[src/design/byte_program_decrypt_interpreter_macros.svh]
// ----------------------------------------------------------------------------
// Assertion macros for the byte program decrypt interpreter
// Clocked on i_clk and disabled while i_rst_n is low.
// ----------------------------------------------------------------------------
`ifndef BYTE_PROGRAM_DECRYPT_INTERPRETER_MACROS_SVH
`define BYTE_PROGRAM_DECRYPT_INTERPRETER_MACROS_SVH

// Condition holds at every edge.
`define BPDI_ASSERT_ALWAYS(label, cond) \
    label: assert property (@(posedge i_clk) disable iff (!i_rst_n) (cond)) \
        else $error("bpdi invariant violated");

// Consequence holds in the same cycle as the trigger.
`define BPDI_ASSERT_SAME(label, trig, cons) \
    label: assert property (@(posedge i_clk) disable iff (!i_rst_n) \
        (trig) |-> (cons)) else $error("bpdi same-cycle check failed");

// Consequence holds in the cycle after the trigger.
`define BPDI_ASSERT_NEXT(label, trig, cons) \
    label: assert property (@(posedge i_clk) disable iff (!i_rst_n) \
        (trig) |=> (cons)) else $error("bpdi next-cycle check failed");

`endif

[src/design/bpdi_pkg.sv]
// ----------------------------------------------------------------------------
// bpdi_pkg
// Types, constants and codes shared by the byte program decrypt interpreter.
// ----------------------------------------------------------------------------
package bpdi_pkg;

    localparam int PROGRAM_LEN = 48;
    localparam int STORE_DEPTH = 64;
    localparam int MAX_STEPS   = 1024;

    localparam int ADDR_W = $clog2(STORE_DEPTH);
    localparam int STEP_W = $clog2(MAX_STEPS + 1);
    // Holds any jump target: index plus 2 plus a signed byte offset
    localparam int PC_W   = 10;

    localparam logic signed [PC_W-1:0]   PC_END    = PC_W'(PROGRAM_LEN);
    localparam logic        [STEP_W-1:0] STEP_LIMIT = STEP_W'(MAX_STEPS);

    // Request types
    localparam logic [1:0] REQ_WRITE = 2'd0;
    localparam logic [1:0] REQ_START = 2'd1;
    localparam logic [1:0] REQ_DATA  = 2'd2;

    // Result status codes
    localparam logic [1:0] STAT_OK    = 2'd0;
    localparam logic [1:0] STAT_BADOP = 2'd1;
    localparam logic [1:0] STAT_STEPS = 2'd2;
    localparam logic [1:0] STAT_SKIP  = 2'd3;

    // Opcodes and mode bytes
    localparam logic [7:0] OP_JMP  = 8'hEB;
    localparam logic [7:0] OP_DEC  = 8'hFE;
    localparam logic [7:0] OP_SUBK = 8'h2A;
    localparam logic [7:0] OP_ADDK = 8'h02;
    localparam logic [7:0] OP_XORK = 8'h32;
    localparam logic [7:0] OP_ADDI = 8'h04;
    localparam logic [7:0] OP_XORI = 8'h34;
    localparam logic [7:0] OP_SUBI = 8'h2C;
    localparam logic [7:0] OP_ROTI = 8'hC0;
    localparam logic [7:0] OP_ROTK = 8'hD2;
    localparam logic [7:0] OP_NOP0 = 8'h90;
    localparam logic [7:0] OP_NOP1 = 8'hF8;
    localparam logic [7:0] OP_NOP2 = 8'hF9;
    localparam logic [7:0] MOD_ROL = 8'hC0;
    localparam logic [7:0] MOD_ROR = 8'hC8;

    // ALU functions
    localparam logic [2:0] FN_ADD = 3'd0;
    localparam logic [2:0] FN_SUB = 3'd1;
    localparam logic [2:0] FN_XOR = 3'd2;
    localparam logic [2:0] FN_ROL = 3'd3;
    localparam logic [2:0] FN_ROR = 3'd4;

    typedef struct packed {
        logic [1:0] req_type;
        logic [5:0] prog_index;
        logic [7:0] prog_byte;
        logic [7:0] run_length_low;
        logic [7:0] data_byte;
    } t_in_item;

    typedef struct packed {
        logic [7:0] plain_byte;
        logic [1:0] status;
    } t_out_item;

    typedef struct packed {
        logic              en;
        logic [ADDR_W-1:0] addr;
        logic [7:0]        data;
    } t_mem_wr;

    typedef struct packed {
        logic [2:0] fn;
        logic [7:0] operand;
    } t_alu_ctl;

endpackage

[src/design/byte_program_decrypt_interpreter.sv]
// ----------------------------------------------------------------------------
// byte_program_decrypt_interpreter
// Runs a loaded byte-code program on each data byte and returns the result.
// ----------------------------------------------------------------------------
// Program writes and run starts are taken in idle and leave the block idle.
// A data byte is run through the program one instruction at a time: each
// instruction passes the bounds and step check and then one state per
// program byte it reads (opcode, then up to two operands), since all of
// them come through the single read port of the program store. A byte that
// leaves the program or hits the step limit ends with the last check, the
// result load and the return to idle; an unknown opcode ends right after
// its fetch with the result load. A byte after an abort goes from idle
// straight to the result load. The block is not ready while a byte is
// being interpreted or while its result waits for the output register. No
// clearing pass is needed after reset.
module byte_program_decrypt_interpreter (
    input  logic                 i_clk,
    input  logic                 i_rst_n,
    input  logic                 i_in_valid,
    output logic                 o_in_ready,
    input  bpdi_pkg::t_in_item   i_in,
    output logic                 o_out_valid,
    input  logic                 i_out_ready,
    output bpdi_pkg::t_out_item  o_out
);

    localparam logic [2:0] S_IDLE = 3'd0;
    localparam logic [2:0] S_CHK  = 3'd1;
    localparam logic [2:0] S_OPC  = 3'd2;
    localparam logic [2:0] S_OPD1 = 3'd3;
    localparam logic [2:0] S_OPD2 = 3'd4;
    localparam logic [2:0] S_DONE = 3'd5;

    logic [2:0]                      r_state, n_state;
    logic signed [bpdi_pkg::PC_W-1:0] r_pc, n_pc;
    logic [bpdi_pkg::STEP_W-1:0]     r_steps, n_steps;
    logic [7:0]                      r_acc, n_acc;
    logic [7:0]                      r_data, n_data;
    logic [7:0]                      r_key, n_key;
    logic                            r_aborted, n_aborted;
    logic [7:0]                      r_op, n_op;
    logic [7:0]                      r_mod, n_mod;
    logic [1:0]                      r_stat, n_stat;
    logic                            r_out_valid;
    bpdi_pkg::t_out_item             r_out;

    logic                            w_accept;
    logic                            w_load;
    logic                            w_in_range;
    logic signed [bpdi_pkg::PC_W-1:0] w_pc_p1, w_pc_p2, w_pc_p3, w_pc_jmp;
    logic [bpdi_pkg::PC_W-1:0]       w_rd_pc;
    logic [7:0]                      w_rd_data;
    bpdi_pkg::t_mem_wr               w_wr;
    bpdi_pkg::t_alu_ctl              w_alu_ctl;
    logic [7:0]                      w_alu_res;

    assign o_in_ready = (r_state == S_IDLE);
    assign w_accept   = i_in_valid && o_in_ready;
    assign w_load     = (r_state == S_DONE) && (!r_out_valid || i_out_ready);

    assign w_pc_p1  = r_pc + bpdi_pkg::PC_W'(1);
    assign w_pc_p2  = r_pc + bpdi_pkg::PC_W'(2);
    assign w_pc_p3  = r_pc + bpdi_pkg::PC_W'(3);
    assign w_pc_jmp = w_pc_p2 + {{(bpdi_pkg::PC_W-8){w_rd_data[7]}}, w_rd_data};
    assign w_in_range = (r_pc >= 0) && (r_pc < bpdi_pkg::PC_END);

    // Address the byte needed by the next state
    always_comb begin
        unique case (r_state)
            S_OPC:   w_rd_pc = w_pc_p1;
            S_OPD1:  w_rd_pc = w_pc_p2;
            default: w_rd_pc = r_pc;
        endcase
    end

    assign w_wr.en   = w_accept && (i_in.req_type == bpdi_pkg::REQ_WRITE);
    assign w_wr.addr = bpdi_pkg::ADDR_W'(i_in.prog_index);
    assign w_wr.data = i_in.prog_byte;

    bpdi_prog_mem u_mem (
        .i_clk     (i_clk),
        .i_rst_n   (i_rst_n),
        .i_wr      (w_wr),
        .i_rd_addr (w_rd_pc[bpdi_pkg::ADDR_W-1:0]),
        .o_rd_data (w_rd_data)
    );

    // ALU control for the instruction in flight
    always_comb begin
        w_alu_ctl.fn      = bpdi_pkg::FN_ADD;
        w_alu_ctl.operand = 8'h00;
        if (r_state == S_OPC) begin
            priority case (w_rd_data)
                bpdi_pkg::OP_DEC: begin
                    w_alu_ctl.fn      = bpdi_pkg::FN_SUB;
                    w_alu_ctl.operand = 8'h01;
                end
                bpdi_pkg::OP_SUBK: begin
                    w_alu_ctl.fn      = bpdi_pkg::FN_SUB;
                    w_alu_ctl.operand = r_key;
                end
                bpdi_pkg::OP_ADDK: begin
                    w_alu_ctl.fn      = bpdi_pkg::FN_ADD;
                    w_alu_ctl.operand = r_key;
                end
                bpdi_pkg::OP_XORK: begin
                    w_alu_ctl.fn      = bpdi_pkg::FN_XOR;
                    w_alu_ctl.operand = r_key;
                end
                default: begin
                end
            endcase
        end else if (r_state == S_OPD1) begin
            w_alu_ctl.operand = w_rd_data;
            priority case (r_op)
                bpdi_pkg::OP_SUBI: w_alu_ctl.fn = bpdi_pkg::FN_SUB;
                bpdi_pkg::OP_XORI: w_alu_ctl.fn = bpdi_pkg::FN_XOR;
                bpdi_pkg::OP_ROTK: begin
                    w_alu_ctl.operand = r_key;
                    w_alu_ctl.fn      = (w_rd_data == bpdi_pkg::MOD_ROR) ?
                                        bpdi_pkg::FN_ROR : bpdi_pkg::FN_ROL;
                end
                default: w_alu_ctl.fn = bpdi_pkg::FN_ADD;
            endcase
        end else if (r_state == S_OPD2) begin
            w_alu_ctl.operand = w_rd_data;
            w_alu_ctl.fn      = (r_mod == bpdi_pkg::MOD_ROL) ?
                                bpdi_pkg::FN_ROL : bpdi_pkg::FN_ROR;
        end
    end

    bpdi_alu u_alu (
        .i_acc    (r_acc),
        .i_ctl    (w_alu_ctl),
        .o_result (w_alu_res)
    );

    // Sequencer
    always_comb begin
        n_state   = r_state;
        n_pc      = r_pc;
        n_steps   = r_steps;
        n_acc     = r_acc;
        n_data    = r_data;
        n_key     = r_key;
        n_aborted = r_aborted;
        n_op      = r_op;
        n_mod     = r_mod;
        n_stat    = r_stat;
        unique case (r_state)
            S_IDLE: begin
                if (w_accept) begin
                    priority case (i_in.req_type)
                        bpdi_pkg::REQ_START: begin
                            n_key     = i_in.run_length_low;
                            n_aborted = 1'b0;
                        end
                        bpdi_pkg::REQ_DATA: begin
                            n_data  = i_in.data_byte;
                            n_acc   = i_in.data_byte;
                            n_pc    = '0;
                            n_steps = '0;
                            if (r_aborted) begin
                                n_stat  = bpdi_pkg::STAT_SKIP;
                                n_state = S_DONE;
                            end else begin
                                n_state = S_CHK;
                            end
                        end
                        default: begin
                        end
                    endcase
                end
            end
            S_CHK: begin
                if (!w_in_range) begin
                    n_stat  = bpdi_pkg::STAT_OK;
                    n_state = S_DONE;
                end else if (r_steps == bpdi_pkg::STEP_LIMIT) begin
                    n_stat  = bpdi_pkg::STAT_STEPS;
                    n_state = S_DONE;
                end else begin
                    n_steps = r_steps + bpdi_pkg::STEP_W'(1);
                    n_state = S_OPC;
                end
            end
            S_OPC: begin
                priority case (w_rd_data)
                    bpdi_pkg::OP_NOP0, bpdi_pkg::OP_NOP1, bpdi_pkg::OP_NOP2: begin
                        n_pc    = w_pc_p1;
                        n_state = S_CHK;
                    end
                    bpdi_pkg::OP_DEC, bpdi_pkg::OP_SUBK,
                    bpdi_pkg::OP_ADDK, bpdi_pkg::OP_XORK: begin
                        n_acc   = w_alu_res;
                        n_pc    = w_pc_p2;
                        n_state = S_CHK;
                    end
                    bpdi_pkg::OP_JMP, bpdi_pkg::OP_ADDI, bpdi_pkg::OP_XORI,
                    bpdi_pkg::OP_SUBI, bpdi_pkg::OP_ROTI, bpdi_pkg::OP_ROTK: begin
                        n_op    = w_rd_data;
                        n_state = S_OPD1;
                    end
                    default: begin
                        n_stat  = bpdi_pkg::STAT_BADOP;
                        n_state = S_DONE;
                    end
                endcase
            end
            S_OPD1: begin
                if (r_op == bpdi_pkg::OP_JMP) begin
                    n_pc    = w_pc_jmp;
                    n_state = S_CHK;
                end else if (r_op == bpdi_pkg::OP_ROTI) begin
                    n_mod   = w_rd_data;
                    n_state = S_OPD2;
                end else begin
                    n_acc   = w_alu_res;
                    n_pc    = (r_op == bpdi_pkg::OP_ROTK) ? w_pc_p3 : w_pc_p2;
                    n_state = S_CHK;
                end
            end
            S_OPD2: begin
                n_acc   = w_alu_res;
                n_pc    = w_pc_p3;
                n_state = S_CHK;
            end
            S_DONE: begin
                if (w_load) begin
                    if (r_stat == bpdi_pkg::STAT_OK) begin
                        n_key = r_key - 8'd1;
                    end else begin
                        n_aborted = 1'b1;
                    end
                    n_state = S_IDLE;
                end
            end
            default: n_state = S_IDLE;
        endcase
    end

    always_ff @(posedge i_clk) begin
        if (!i_rst_n) begin
            r_state     <= S_IDLE;
            r_steps     <= '0;
            r_key       <= 8'h00;
            r_aborted   <= 1'b0;
            r_out_valid <= 1'b0;
        end else begin
            r_state   <= n_state;
            r_steps   <= n_steps;
            r_key     <= n_key;
            r_aborted <= n_aborted;
            if (w_load) begin
                r_out_valid <= 1'b1;
            end else if (i_out_ready) begin
                r_out_valid <= 1'b0;
            end
        end
    end

    always_ff @(posedge i_clk) begin
        r_pc    <= n_pc;
        r_acc   <= n_acc;
        r_data  <= n_data;
        r_op    <= n_op;
        r_mod   <= n_mod;
        r_stat  <= n_stat;
        if (w_load) begin
            // Pass the input byte through on any error or skip
            r_out.plain_byte <= (r_stat == bpdi_pkg::STAT_OK) ? r_acc : r_data;
            r_out.status     <= r_stat;
        end
    end

    assign o_out_valid = r_out_valid;
    assign o_out       = r_out;

`include "byte_program_decrypt_interpreter_macros.svh"

    `BPDI_ASSERT_ALWAYS(a_steps_bounded, r_steps <= bpdi_pkg::STEP_LIMIT)
    `BPDI_ASSERT_NEXT(a_key_drops_on_ok, w_load && (r_stat == bpdi_pkg::STAT_OK), r_key == $past(r_key) - 8'd1)
    `BPDI_ASSERT_NEXT(a_abort_on_error, w_load && (r_stat != bpdi_pkg::STAT_OK), r_aborted && (o_out.plain_byte == $past(r_data)))
    `BPDI_ASSERT_SAME(a_skip_only_aborted, w_load && (r_stat == bpdi_pkg::STAT_SKIP), r_aborted)

endmodule

[src/design/bpdi_prog_mem.sv]
// ----------------------------------------------------------------------------
// bpdi_prog_mem
// Program store: one write and one registered read per cycle. Per-entry
// valid bits make unwritten entries read as zero right after reset.
// ----------------------------------------------------------------------------
module bpdi_prog_mem (
    input  logic                       i_clk,
    input  logic                       i_rst_n,
    input  bpdi_pkg::t_mem_wr          i_wr,
    input  logic [bpdi_pkg::ADDR_W-1:0] i_rd_addr,
    output logic [7:0]                 o_rd_data
);

    logic [7:0]                    r_mem [bpdi_pkg::STORE_DEPTH];
    logic [bpdi_pkg::STORE_DEPTH-1:0] r_valid;
    logic [7:0]                    r_rd_data;
    logic                          r_rd_vld;

    always_ff @(posedge i_clk) begin
        if (i_wr.en) begin
            r_mem[i_wr.addr] <= i_wr.data;
        end
        r_rd_data <= r_mem[i_rd_addr];
    end

    always_ff @(posedge i_clk) begin
        if (!i_rst_n) begin
            r_valid  <= '0;
            r_rd_vld <= 1'b0;
        end else begin
            if (i_wr.en) begin
                r_valid[i_wr.addr] <= 1'b1;
            end
            r_rd_vld <= r_valid[i_rd_addr];
        end
    end

    assign o_rd_data = r_rd_vld ? r_rd_data : 8'h00;

endmodule

[src/design/bpdi_alu.sv]
// ----------------------------------------------------------------------------
// bpdi_alu
// Shared 8-bit unit: add, subtract, xor and rotate of the accumulator.
// ----------------------------------------------------------------------------
module bpdi_alu (
    input  logic [7:0]          i_acc,
    input  bpdi_pkg::t_alu_ctl  i_ctl,
    output logic [7:0]          o_result
);

    logic [2:0]  w_lcount;
    logic [15:0] w_dbl;

    // Right rotate is a left rotate by the negated count
    assign w_lcount = (i_ctl.fn == bpdi_pkg::FN_ROR) ? (3'd0 - i_ctl.operand[2:0])
                                                     : i_ctl.operand[2:0];
    assign w_dbl    = {i_acc, i_acc} << w_lcount;

    always_comb begin
        unique case (i_ctl.fn)
            bpdi_pkg::FN_ADD: o_result = i_acc + i_ctl.operand;
            bpdi_pkg::FN_SUB: o_result = i_acc - i_ctl.operand;
            bpdi_pkg::FN_XOR: o_result = i_acc ^ i_ctl.operand;
            bpdi_pkg::FN_ROL,
            bpdi_pkg::FN_ROR: o_result = w_dbl[15:8];
            default:          o_result = i_acc;
        endcase
    end

endmodule

[config.mk]
export PLATFORM = sky130hd
export DESIGN_NAME = byte_program_decrypt_interpreter
export DESIGN_NICKNAME = d
export VERILOG_FILES = /design/src/design/bpdi_pkg.sv /design/src/design/byte_program_decrypt_interpreter.sv /design/src/design/bpdi_prog_mem.sv /design/src/design/bpdi_alu.sv
export VERILOG_INCLUDE_DIRS = /design/src /design/src/design
export SDC_FILE = /design/constraint.sdc
export NUM_CORES = 1
export LEC_CHECK = 0
export ABC_AREA = 1
export BUFFER_PORTS_ARGS = -buffer_cell sky130_fd_sc_hd__buf_2
export CORE_MARGIN = 3
export CORE_UTILIZATION = 63
export DETAILED_ROUTE_END_ITERATION = 16
export PLACE_DENSITY_LB_ADDON = 0.25
export SYNTH_ARGS = -nofsm -noshare
export SYNTH_HDL_FRONTEND = slang
export SYNTH_SLANG_ARGS = --single-unit
[constraint.sdc]
create_clock -name i_clk -period 4.55 [get_ports i_clk]
set_input_delay 0.6825 -clock i_clk [delete_from_list [all_inputs] [get_ports i_clk]]
set_output_delay 0.6825 -clock i_clk [all_outputs]
set_load 0.01 [all_outputs]
==> impl_results.md <==
- 1st-iter DRT viols: 2717
- Setup Fix Bufs, Post-CTS: 0
- Chip height: 222.8 um
- Post-synth EDFFs: 566
- Antenna Cells: 0
- Mapped Cells: between 2000 and 3000
- Critical path arrival: 4.36 ns
- Path type of the worst min-delay path: in -> reg
- IO buf count: 47
- Setup TNS: 0 ns
- Drt first pass iters: 6
- Core area: 45870 sq um
- Clock buffer depth: 3
- Number of top-level pins: 48
- CTS Buf Count: 67
- Endpoints failing setup: 0
- CP Launch Type: flop
- WS Path Type: reg -> reg
- CP Max Fanout: 20
- Row count: a little under 80
- Post-route minimum period: 3.998 ns
- Post-route ant nets: 0
- CTS resizes: 0
- Max_cap viols: 0
- Via/cell ratio: ~6.4
- Total grt overflow: 0
- Share of cells above drive strength 1: 0.1252
- Fraction of registers with async set/reset: 0
- Slew headroom: 0.1758
- WL final: 78850 um
- Peak supply drop: roughly 0.00045 V
- All-layer global routing usage: 0.3176
- Commonest non-fill, non-tap cell in the layout: edfxtp_1
- Final Instance Area: between 30000 and 40000 sq um
- Mapped Avg Cell Area: 10.85 sq um
- TritonCTS clock tree: built
- Leak: 11.19 nW
- Final Hold Viols: 0
- Finished Layout Cells: 3396
- Tot Pwr: 0.01365 W
- Die X: about 220 um
- Htree depth: 3
- Initial Util: 0.6457
- Worst Max-Slew Pin Slew: approximately 1.2 ns
- Most frequent cells in the layout: edfxtp_1, nor2_1, nand2_1
- Synthesis Warnings: 0
- Cells after DPL: about 3300
- Pwr Density: between 400 and 500 nW/um^2
- Critical path required time: 4.91 ns
- Number of fill cells: 3195
- Routed length per instance: ~23 um
- Syn Std Cell Area: between 20000 and 30000 sq um
- Worst hold slack: 0.2638 ns
- First-pass GRT wire length: 122100 um
- Root Buffer: clkbuf_16
- Worst-Skew Late Latency: 0.61 ns
- Gpl congestion: roughly 0.94
- Top FF cell, synth: edfxtp_1
- Detailed-route via count: 21770
- Die ar.: 49650 sq um
- Period utilization: 0.8787
- Post-synth net total: about 2800
- Outcome: finished, final reports clean
- DP HPWL: 49290 um
- Cts hold-fix bufs: 0
- Clk sinks: 663
- Vias in the first global route: 21150
- Pin count of the biggest net entering global routing: 175
- Post-DP Area: roughly 30000 sq um
- Fin. max-slew vios: 0
- Clock Skews: 0.01660 ns
- Clock transition at the registers of the reported paths: 0.06 ns
- Initial antenna violation count: 2
- Net count, final: approximately 2800
- Sequential share of the synthesized area: 0.6394
- CP Capture Type: flop
- Netlist cell types: 55
- Fmax: about 250 MHz
- Post-synthesis register bit count: 663
- Remaining DRCs: 0
- RSZ-0062 raised after global routing: false
- Area delta synth->final: 10.10%
[synthesized netlist by cell type, types with 5 or more instances]
library cell,count,area [sq um]
a211oi_1,6,45.04
clkbuf_1,78,292.8
a21oi_1,61,305.3
nand3_2,5,50.05
nor3_1,22,110.1
nor4_1,5,31.28
edfxtp_1,566,17000
o211ai_1,250,1877
or2_2,131,819.5
xor2_1,31,271.5
nor2_1,427,1603
nand4_1,14,87.58
nand2_2,10,62.56
dfxtp_1,97,1942
o21ai_1,20,100.1
inv_1,130,488.0
o21ai_0,190,950.9
nand2_1,263,987.2
buf_2,48,240.2
inv_2,9,33.78
or2_0,24,150.1
o221ai_1,19,166.4
buf_6,6,67.56
a31oi_1,12,75.07
ha_1,18,225.2
xnor2_1,7,61.31
nand3_1,236,1181
[worst paths after layout]
| kind | cells past startpoint | startpoint | slack (ns) | end |
|---|---|---|---|---|
| setup / recovery | 22 | r_op[2] | 0.55 | r_acc[6] |
| hold / removal | 1 | i_in[4] | 0.26 | r_data[4] |
| setup reg to reg | 22 | r_op[2] | 0.55 | r_acc[6] |
| hold reg to reg | 2 | u_mem.r_valid[13] | 0.46 | u_mem.r_valid[13] |
[sequential cells by signal (all words and copies together) (netlist names), 2 cells and up]
signal and cells:
u_mem.r_mem 512, u_mem.r_valid 64, r_steps 11, o_out 10
r_pc 10, r_acc 8, r_data 8, r_key 8
r_mod 8, r_op 8, u_mem.r_rd_data 8, r_state 3
r_stat 2
[worst max-delay path, cell delays in order, from the launching register on]
cell and delay (ns):
edfxtp_1 0.40, inv_1 0.11, nand2_1 0.06, nor2_1 0.34, nand3_2 0.43, nand2_1 0.18
o211ai_2 0.12, nand2_1 0.11, buf_4 0.25, inv_2 0.04, nand2_1 0.11, nand2_1 0.09
nand2_1 0.06, o21ai_0 0.09, ha_1 0.34, nand2_1 0.10, nand2_1 0.07, a21oi_1 0.21
o21ai_0 0.12, a21oi_1 0.18, xor2_1 0.11, a21oi_1 0.17, a21oi_1 0.08
[through the flow]
step	utilization	worst slack (ns)
6_report	0.7110	0.5519
5_1_grt	0.7110	0.09597
4_1_cts	0.7110	0.6357
3_5_place_dp	0.6625	0.6459
3_3_place_gp	0.6625	0.7467
2_1_floorplan	-	1.410
[where the power goes]
group | internal, W | switching [W]
clock | 0.00326 | 0.00229
sequential | 0.00664 | 0.0000488
combinational | 0.000401 | 0.000999
[logic make-up after synthesis]
group / synth area share
AOI/OAI and AO/OA: 0.1256
xor gates and xnor gates: 0.01124
adders and majority gates: 0.008956
and+or+nand+nor: 0.1755
DFF: 0.6394
buffers and inverters: 0.03924
[layer usage]
layer,part of all wire,GRT usage,up-vias
met2,0.48,0.5192,1133
met5,0.00038,0,-
met1,0.40,0.4343,10580
li1,-,-,9868
met3,0.086,0.05853,190
met4,0.032,0.1077,4
[final cells by class]
class | count | area [sq um] | share of cell area
flip-flops and latches | 663 | 18940 | 0.5807
multi-input cells | 1789 | 9538 | 0.2925
clock buffers | 90 | 1877 | 0.05755
well taps | 600 | 750.7 | 0.02302
repair buffers | 84 | 625.6 | 0.01918
inverters | 140 | 538.0 | 0.01650
clock inverters | 30 | 344.1 | 0.01055
(Power assumes the default switching activity.)
